<file path="src/sv/pce_pkg.sv">
// Shared types, constants and helper functions of the plugboard evaluator.
// No dependencies.
package pce_pkg;

  localparam int NCOLS  = 20;
  localparam int NROWS  = 11;
  localparam int NNODES = NCOLS * NROWS;
  localparam int NHOLES = NNODES * 3;
  localparam int NSW    = 10;

  localparam int NODE_W = 8;
  localparam int HOLE_W = 10;
  localparam int LINK_W = HOLE_W + 1;
  localparam int SP_W   = 8;

  localparam logic [NODE_W-1:0] SUPPLY_NODE = NODE_W'(10);
  localparam logic [NODE_W-1:0] BTN_NODE_L  = NODE_W'(11 * NROWS + 10);
  localparam logic [NODE_W-1:0] BTN_NODE_R  = NODE_W'(12 * NROWS + 10);
  localparam logic [4:0]        BTN_COL_L   = 5'd11;
  localparam logic [4:0]        BTN_COL_R   = 5'd12;

  typedef enum logic [1:0] {
    CMD_CONNECT = 2'd0,
    CMD_REMOVE  = 2'd1,
    CMD_SWITCH  = 2'd2,
    CMD_BUTTON  = 2'd3
  } cmd_code_t;

  typedef enum logic [1:0] {
    ST_DONE      = 2'd0,
    ST_WIRED     = 2'd1,
    ST_IDENTICAL = 2'd2,
    ST_NO_WIRE   = 2'd3
  } status_code_t;

  typedef enum logic [4:0] {
    S_CLEAR, S_IDLE, S_DECODE, S_RD_B, S_CHK, S_WR_A, S_WR_B,
    S_RM_CHK, S_RM_A, S_RM_T, S_APPLY, S_FL_INIT, S_FL_POP,
    S_FL_NODE, S_FL_H0, S_FL_H1, S_FL_H2, S_DONE
  } state_t;

  typedef enum logic [3:0] {
    OP_NONE, OP_CLEAR, OP_LATCH, OP_RD_A, OP_RD_B, OP_CHECK, OP_WR_A, OP_WR_B,
    OP_RM_CHECK, OP_RM_A, OP_RM_T, OP_APPLY, OP_FL_INIT, OP_FL_POP,
    OP_FL_NODE, OP_FL_HOLE
  } dp_op_t;

  typedef struct packed {
    dp_op_t     op;
    logic [1:0] hole;   // link slot consumed by OP_FL_HOLE
  } dp_ctl_t;

  typedef struct packed {
    logic      clr_last;
    logic      refuse;
    logic      rm_ok;
    logic      sp_zero;
    logic      out_free;
    cmd_code_t cmd;
  } dp_stat_t;

  // node / 11 by reciprocal, exact for node < 220
  function automatic logic [4:0] node_col(input logic [NODE_W-1:0] n);
    logic [16:0] p;
    p = 17'(n) * 17'd373;
    return p[16:12];
  endfunction

  // hole / 3 by reciprocal, exact for hole < 660
  function automatic logic [NODE_W-1:0] hole_node(input logic [HOLE_W-1:0] t);
    logic [18:0] p;
    p = 19'(t) * 19'd683;
    return p[18:11];
  endfunction

  function automatic logic [HOLE_W-1:0] hole_index(input logic [4:0] col,
                                                   input logic [3:0] row,
                                                   input logic [1:0] hole);
    logic [NODE_W-1:0] nd;
    nd = NODE_W'(col) * NODE_W'(NROWS) + NODE_W'(row);
    return HOLE_W'(nd) * HOLE_W'(3) + HOLE_W'(hole) - HOLE_W'(1);
  endfunction

endpackage

</file>
<file path="src/sv/pce_ctrl.sv">
// Sequencer of the plugboard evaluator: command steps, flood loop, result hand-off.
// Depends on pce_pkg.
module pce_ctrl
  import pce_pkg::*;
(
  input  logic     clk,
  input  logic     rst_n,
  input  logic     in_tvalid,
  output logic     in_tready,
  input  dp_stat_t stat,
  output dp_ctl_t  ctl
);
  state_t state_r, state_nxt;

  always_ff @(posedge clk) begin
    if (!rst_n) begin
      state_r <= S_CLEAR;
    end else begin
      state_r <= state_nxt;
    end
  end

  always_comb begin
    state_nxt = state_r;
    unique case (state_r)
      S_CLEAR:   if (stat.clr_last) state_nxt = S_IDLE;
      S_IDLE:    if (in_tvalid) state_nxt = S_DECODE;
      S_DECODE: begin
        unique case (stat.cmd)
          CMD_CONNECT: state_nxt = S_RD_B;
          CMD_REMOVE:  state_nxt = S_RM_CHK;
          default:     state_nxt = S_APPLY;
        endcase
      end
      S_RD_B:    state_nxt = S_CHK;
      S_CHK:     state_nxt = stat.refuse ? S_FL_INIT : S_WR_A;
      S_WR_A:    state_nxt = S_WR_B;
      S_WR_B:    state_nxt = S_FL_INIT;
      S_RM_CHK:  state_nxt = stat.rm_ok ? S_RM_A : S_FL_INIT;
      S_RM_A:    state_nxt = S_RM_T;
      S_RM_T:    state_nxt = S_FL_INIT;
      S_APPLY:   state_nxt = S_FL_INIT;
      S_FL_INIT: state_nxt = S_FL_POP;
      S_FL_POP:  state_nxt = stat.sp_zero ? S_DONE : S_FL_NODE;
      S_FL_NODE: state_nxt = S_FL_H0;
      S_FL_H0:   state_nxt = S_FL_H1;
      S_FL_H1:   state_nxt = S_FL_H2;
      S_FL_H2:   state_nxt = S_FL_POP;
      S_DONE:    if (stat.out_free) state_nxt = S_IDLE;
      default:   state_nxt = S_CLEAR;
    endcase
  end

  always_comb begin
    in_tready = 1'b0;
    ctl.op    = OP_NONE;
    ctl.hole  = 2'd0;
    unique case (state_r)
      S_CLEAR:   ctl.op = OP_CLEAR;
      S_IDLE: begin
        in_tready = 1'b1;
        if (in_tvalid) ctl.op = OP_LATCH;
      end
      S_DECODE:  ctl.op = OP_RD_A;
      S_RD_B:    ctl.op = OP_RD_B;
      S_CHK:     ctl.op = OP_CHECK;
      S_WR_A:    ctl.op = OP_WR_A;
      S_WR_B:    ctl.op = OP_WR_B;
      S_RM_CHK:  ctl.op = OP_RM_CHECK;
      S_RM_A:    ctl.op = OP_RM_A;
      S_RM_T:    ctl.op = OP_RM_T;
      S_APPLY:   ctl.op = OP_APPLY;
      S_FL_INIT: ctl.op = OP_FL_INIT;
      S_FL_POP:  if (!stat.sp_zero) ctl.op = OP_FL_POP;
      S_FL_NODE: ctl.op = OP_FL_NODE;
      S_FL_H0: begin
        ctl.op   = OP_FL_HOLE;
        ctl.hole = 2'd0;
      end
      S_FL_H1: begin
        ctl.op   = OP_FL_HOLE;
        ctl.hole = 2'd1;
      end
      S_FL_H2: begin
        ctl.op   = OP_FL_HOLE;
        ctl.hole = 2'd2;
      end
      S_DONE:    ctl.op = OP_NONE;
      default:   ctl.op = OP_NONE;
    endcase
  end
endmodule

</file>
<file path="config.mk">
export PLATFORM = sky130hd
export DESIGN_NAME = pce_ctrl
export DESIGN_NICKNAME = d
export VERILOG_FILES = /design/src/sv/pce_pkg.sv /design/src/sv/pce_ctrl.sv
export SDC_FILE = /design/constraint.sdc
export NUM_CORES = 1
export LEC_CHECK = 0
export BUFFER_PORTS_ARGS = -buffer_cell sky130_fd_sc_hd__buf_2
export CAP_MARGIN = 15
export CORE_AREA = 2 2 39 41
export DETAILED_ROUTE_END_ITERATION = 8
export DIE_AREA = 0 0 41 43
export GPL_TIMING_DRIVEN = 1
export PLACE_DENSITY = 0.71
export SYNTH_ARGS = -nofsm -noshare
export SYNTH_HDL_FRONTEND = slang
export SYNTH_SLANG_ARGS = --single-unit
</file>
<file path="constraint.sdc">
create_clock -name clk -period 1.68 [get_ports clk]
set_input_delay 0.084 -clock clk [delete_from_list [all_inputs] [get_ports clk]]
set_output_delay 0.084 -clock clk [all_outputs]
set_load 0.01 [all_outputs]
</file>
Yosys cells after proc, flatten, opt, wreduce, memory -nomap -nowiden. Cells that the tools add are included.

Register bits after elaboration: 5. Input port bits: 10. Output and inout port bits: 7. Word-level logic and storage cells: 41.

Equality and inequality tests: 21. Mux-type cells: 13. Reduce and logical (&&, ||, !) cells: 6.

Operators by type and width (number): 5-bit one-hot mux with 15 select lines (1); 4-bit one-hot mux with 15 select lines (1); 5-bit by 4-bit equality test with 1-bit output (second input constant) (8); 5-bit by 3-bit equality test with 1-bit output (second input constant) (4); 5-bit 2-to-1 mux (4); 5-bit by 2-bit equality test with 1-bit output (second input constant) (2); 5-bit equality test (second input constant) (2); 4-bit 2-to-1 mux (2); 4-bit one-hot mux with 2 select lines (1); 2-bit inequality test (second input constant) (3); 3-bit OR reduction (2); 5-bit by 1-bit equality test with 1-bit output (second input constant) (1); 5-bit zero test (1); 2-bit 2-to-1 mux (2); 2-bit one-hot mux with 2 select lines (1); 3-bit AND reduction (1); 2-bit by 1-bit equality test with 1-bit output (second input constant) (1); 2-bit zero test (1); 2-bit OR reduction (1); 1-bit 2-to-1 mux (1).

Logic depth before layout (Yosys ltp).
Word-level depth: 3. Depth in mapped cells: 6. Gate-level depth less buffers: 4.

Least setup slack after synthesis. OpenSTA, ideal clock, no wires.

Path type: flip-flop to flip-flop. Start: register state_r[1]. End: register state_r[0]. Library setup time: 117 ps. Arrival: 1088 ps. Data required time: 1563 ps. Path slack: 475 ps. Cell stages (with the launch flop): 6. Buffers on the path: 1. Clock period less this slack: 1205 ps. Cell sequence: dfxtp_1 -> buf_6 -> nor4_4 -> nand2b_1 -> and3_1 -> a22o_1.

Word-level cells in the longest chain between the ends: 3. Elaborated cells on any way between the ends: 25. Those cells by class: eq/ne (20); mux (1); reduce/logical (4).

RTL lines: start: declaration (RTL line pce_ctrl.sv:13) `state_t state_r, state_nxt;`; start signal: assignment (RTL line pce_ctrl.sv:19) `state_r <= state_nxt;`; 5-bit by 4-bit equality test with 1-bit output, or another cell as far along (RTL line pce_ctrl.sv:25) `unique case (state_r)`; 3-bit OR reduction (no line), or another cell as far along; 5-bit one-hot mux with 15 select lines / 3-bit AND reduction (equally long branches).

Several ways; a longest one is shown, not always the timed one. A chain may end at the register's enable or synchronous reset.

==> flow_metrics.env <==
export IMPL_ys_ff_latch=5
export IMPL_grt_max_degree=17
export IMPL_cts_buffers=3
export IMPL_worstPathRequired_ns=1.60
export IMPL_max_slew_margin_rel=0.805
export IMPL_ys_seq_area_frac=0.176
export IMPL_clock_skew_ns=0.000690
export IMPL_wirelength_um=1430
export IMPL_crit_buf_inv=2
export IMPL_swShare=0.467
export IMPL_dr_first_iter_drc_count=19
export IMPL_largest_reg_flops=5
export IMPL_p_int_mw=0.558
export IMPL_hold_violations=0
export IMPL_antenna_left=0
export IMPL_diodes=0
export IMPL_ios=17
export IMPL_cap_violations=0
export IMPL_hp_class="primary input to flip-flop"
export IMPL_die_height_um=43
export IMPL_tns_ns=0
export IMPL_wl_per_cell_um=12.3
export IMPL_p_comb_frac=0.576
export IMPL_drive_above_1_share=0.320
export IMPL_power_leakage_nw=0.297
export IMPL_die_w_um=41
export IMPL_grt_use_met2=0.266
export IMPL_status="complete, no violations"
export IMPL_grt_busiest_layer="met2"
export IMPL_slowest_delay_ns=0.45
export IMPL_setup_viol=0
export IMPL_post_dp_hpwl_um=1030
export IMPL_crit_path_end_kind="output port"
export IMPL_crit_family="flip-flops"
export IMPL_ctsHoldBuffers=0
export IMPL_tightest_slew_ns=0.293
export IMPL_worst_slack_ns=0.184
export IMPL_cts_tree="yes"
export IMPL_place_gp_congestion=0.854
export IMPL_portBuffers=16
export IMPL_grt_pass1_vias=536
export IMPL_largestRegisters="state_r (5)"
export IMPL_syn_area_per_cell_um2=6.94
export IMPL_rsz0062_at_grt="no"
export IMPL_grt_overflow=0
export IMPL_fmaxAchievable_mhz=668
export IMPL_power_per_cell_area_mw_per_mm2=1500
export IMPL_clk_latency_ns=0.24
export IMPL_finalCritPeriodShare=0.891
export IMPL_dieArea_mm2=0.00176
export IMPL_slew_violations=0
export IMPL_top_register="state_r"
export IMPL_grt_use_total=0.184
export IMPL_critPathKind="flip-flop to output port"
export IMPL_clock_sinks=5
export IMPL_firstDrtPassIters=4
export IMPL_finalCriticalPeriod_ns=1.50
export IMPL_worstPathCellList="inv_1, o21ai_0, a22oi_1, o21ai_0, buf_2"
export IMPL_cts_root_buffer="clkbuf_4"
export IMPL_cp_start_kind="flip-flop"
export IMPL_htree_levels=1
export IMPL_clockBufferDepth=2
export IMPL_worst_path_max_fanout=13
export IMPL_row_count=14
export IMPL_p_switching_mw=0.488
export IMPL_synth_fp_nets=92
export IMPL_start_util=0.411
export IMPL_cts_setup_buffers=0
export IMPL_post_place_ws_ns=0.186
export IMPL_critPathSlowestCell="dfxtp_2"
export IMPL_clkPwrFrac=0.131
export IMPL_grt_pass1_wl_um=2210
export IMPL_arrival_ns=1.41
export IMPL_viasPerCell=5.80
export IMPL_synth_cell_area_um2=569
export IMPL_nets=111
export IMPL_area_growth_pct=22.2
export IMPL_ys_warnings_count=0
export IMPL_antenna_found_initial=0
export IMPL_power_frac_seq=0.293
export IMPL_fin_hold_ws_ns=0.106
export IMPL_grt_util_met3=0.0785
export IMPL_ys_types=36
export IMPL_synthCells=82
export IMPL_drc=0
export IMPL_vias=673
export IMPL_ir_drop_mv=0.707
export IMPL_cp_common_cell="o21ai_0"
export IMPL_core_area_mm2=0.00138
export IMPL_clk_pin_slew_ns=0.04
export IMPL_met1_usage=0.248
## repair_timing
item                                    4_1_cts  5_1_grt
gates cloned                                  0        0
pin swaps                                     0        0
endpoints found under the setup margin        2        5
resized for setup                             2        3
## worst min-delay path, cell delays in order
cell and delay, ns:
buf_2 0.07, or3_1 0.09, a21boi_1 0.05
## cells by family after synthesis
group                     synth area share
xor gates and xnor gates            0.0154
buffers and inverters                0.125
and+or+nand+nor                      0.299
DFF                                  0.176
AOI/OAI and AO/OA                    0.385
## final timing paths
path | from | endpoint | slack (ns) | cells after the start
max | state_r[0] | ctl[5] | 0.18 | 5
min | stat[2] | state_r[4] | 0.11 | 3
max reg2reg | state_r[1] | state_r[0] | 0.43 | 4
min reg2reg | state_r[2] | state_r[4] | 0.61 | 2
## synth_stat cells, drive strengths merged
cell type  instances  share of area
a211oi             2          0.026
a21boi             1          0.013
a21o               1          0.013
a21oi              6          0.053
a22o               1          0.015
a22oi              3          0.040
a31oi              1          0.011
a32oi              1          0.015
and3               1          0.011
buf                6          0.073
clkbuf             1         0.0066
dfxtp              5           0.18
inv                7          0.046
nand2              6          0.040
nand2b             2          0.022
nand4              2          0.022
nor2               4          0.026
nor2b              5          0.059
nor3               2          0.018
nor3b              2          0.026
nor4               2          0.048
nor4b              1          0.015
o211ai             2          0.026
o21a               2          0.026
o21ai             11          0.097
o22ai              1          0.011
o31ai              1          0.022
o32ai              1          0.015
or3                1          0.011
xor2               1          0.015
## final cells by class
type	instances	area, µm²
sequential	5	108
clock buffer	4	26.3
timing repair buffer	21	118
tap	16	20.0
fill	143	688
multi-input combinational	63	398
inverter	7	26.3
## stage by stage
stage / power, mW / utilization / std cells / instance area (µm²)
final: 1.05 / 0.503 / 116 / 696
after global routing: 1.15 / 0.503 / 116 / 696
after CTS: 1.04 / 0.499 / 116 / 691
after detailed placement: 0.892 / 0.478 / 112 / 662
after global placement: 0.887 / 0.478 / 112 / 662
after floorplan: 0.737 / - / 82 / 569
## power by group through the flow
stage	Sequential, mW	Clock [mW]	Combinational [mW]
final	0.306	0.137	0.602
after CTS	0.297	0.141	0.602
after floorplan	0.188	0	0.550
after global routing	0.320	0.158	0.675
after detailed placement	0.295	0	0.597
after global placement	0.294	0	0.593
## placed cells by master, fill, tap and decap left out, types with 2 or more instances in the layout
cell,instances
buf_2,16
o21ai_0,10
inv_1,6
nand2_1,6
a21oi_1,6
buf_4,5
nor2_1,4
nor2b_1,4
a22oi_1,3
clkbuf_4,3
dfxtp_2,3
nand4_1,2
nor3_1,2
nor3b_1,2
o211ai_1,2
nand2b_1,2
o21a_1,2
a211oi_1,2
## routing by layer
layer | wire length, µm | vias to the layer above
met5 | 0 | -
met4 | 0 | 0
met1 | 647 | 303
met2 | 677 | 33
met3 | 102 | 0
li1 | - | 337
Note: power is estimated with default switching activity, not from simulation.
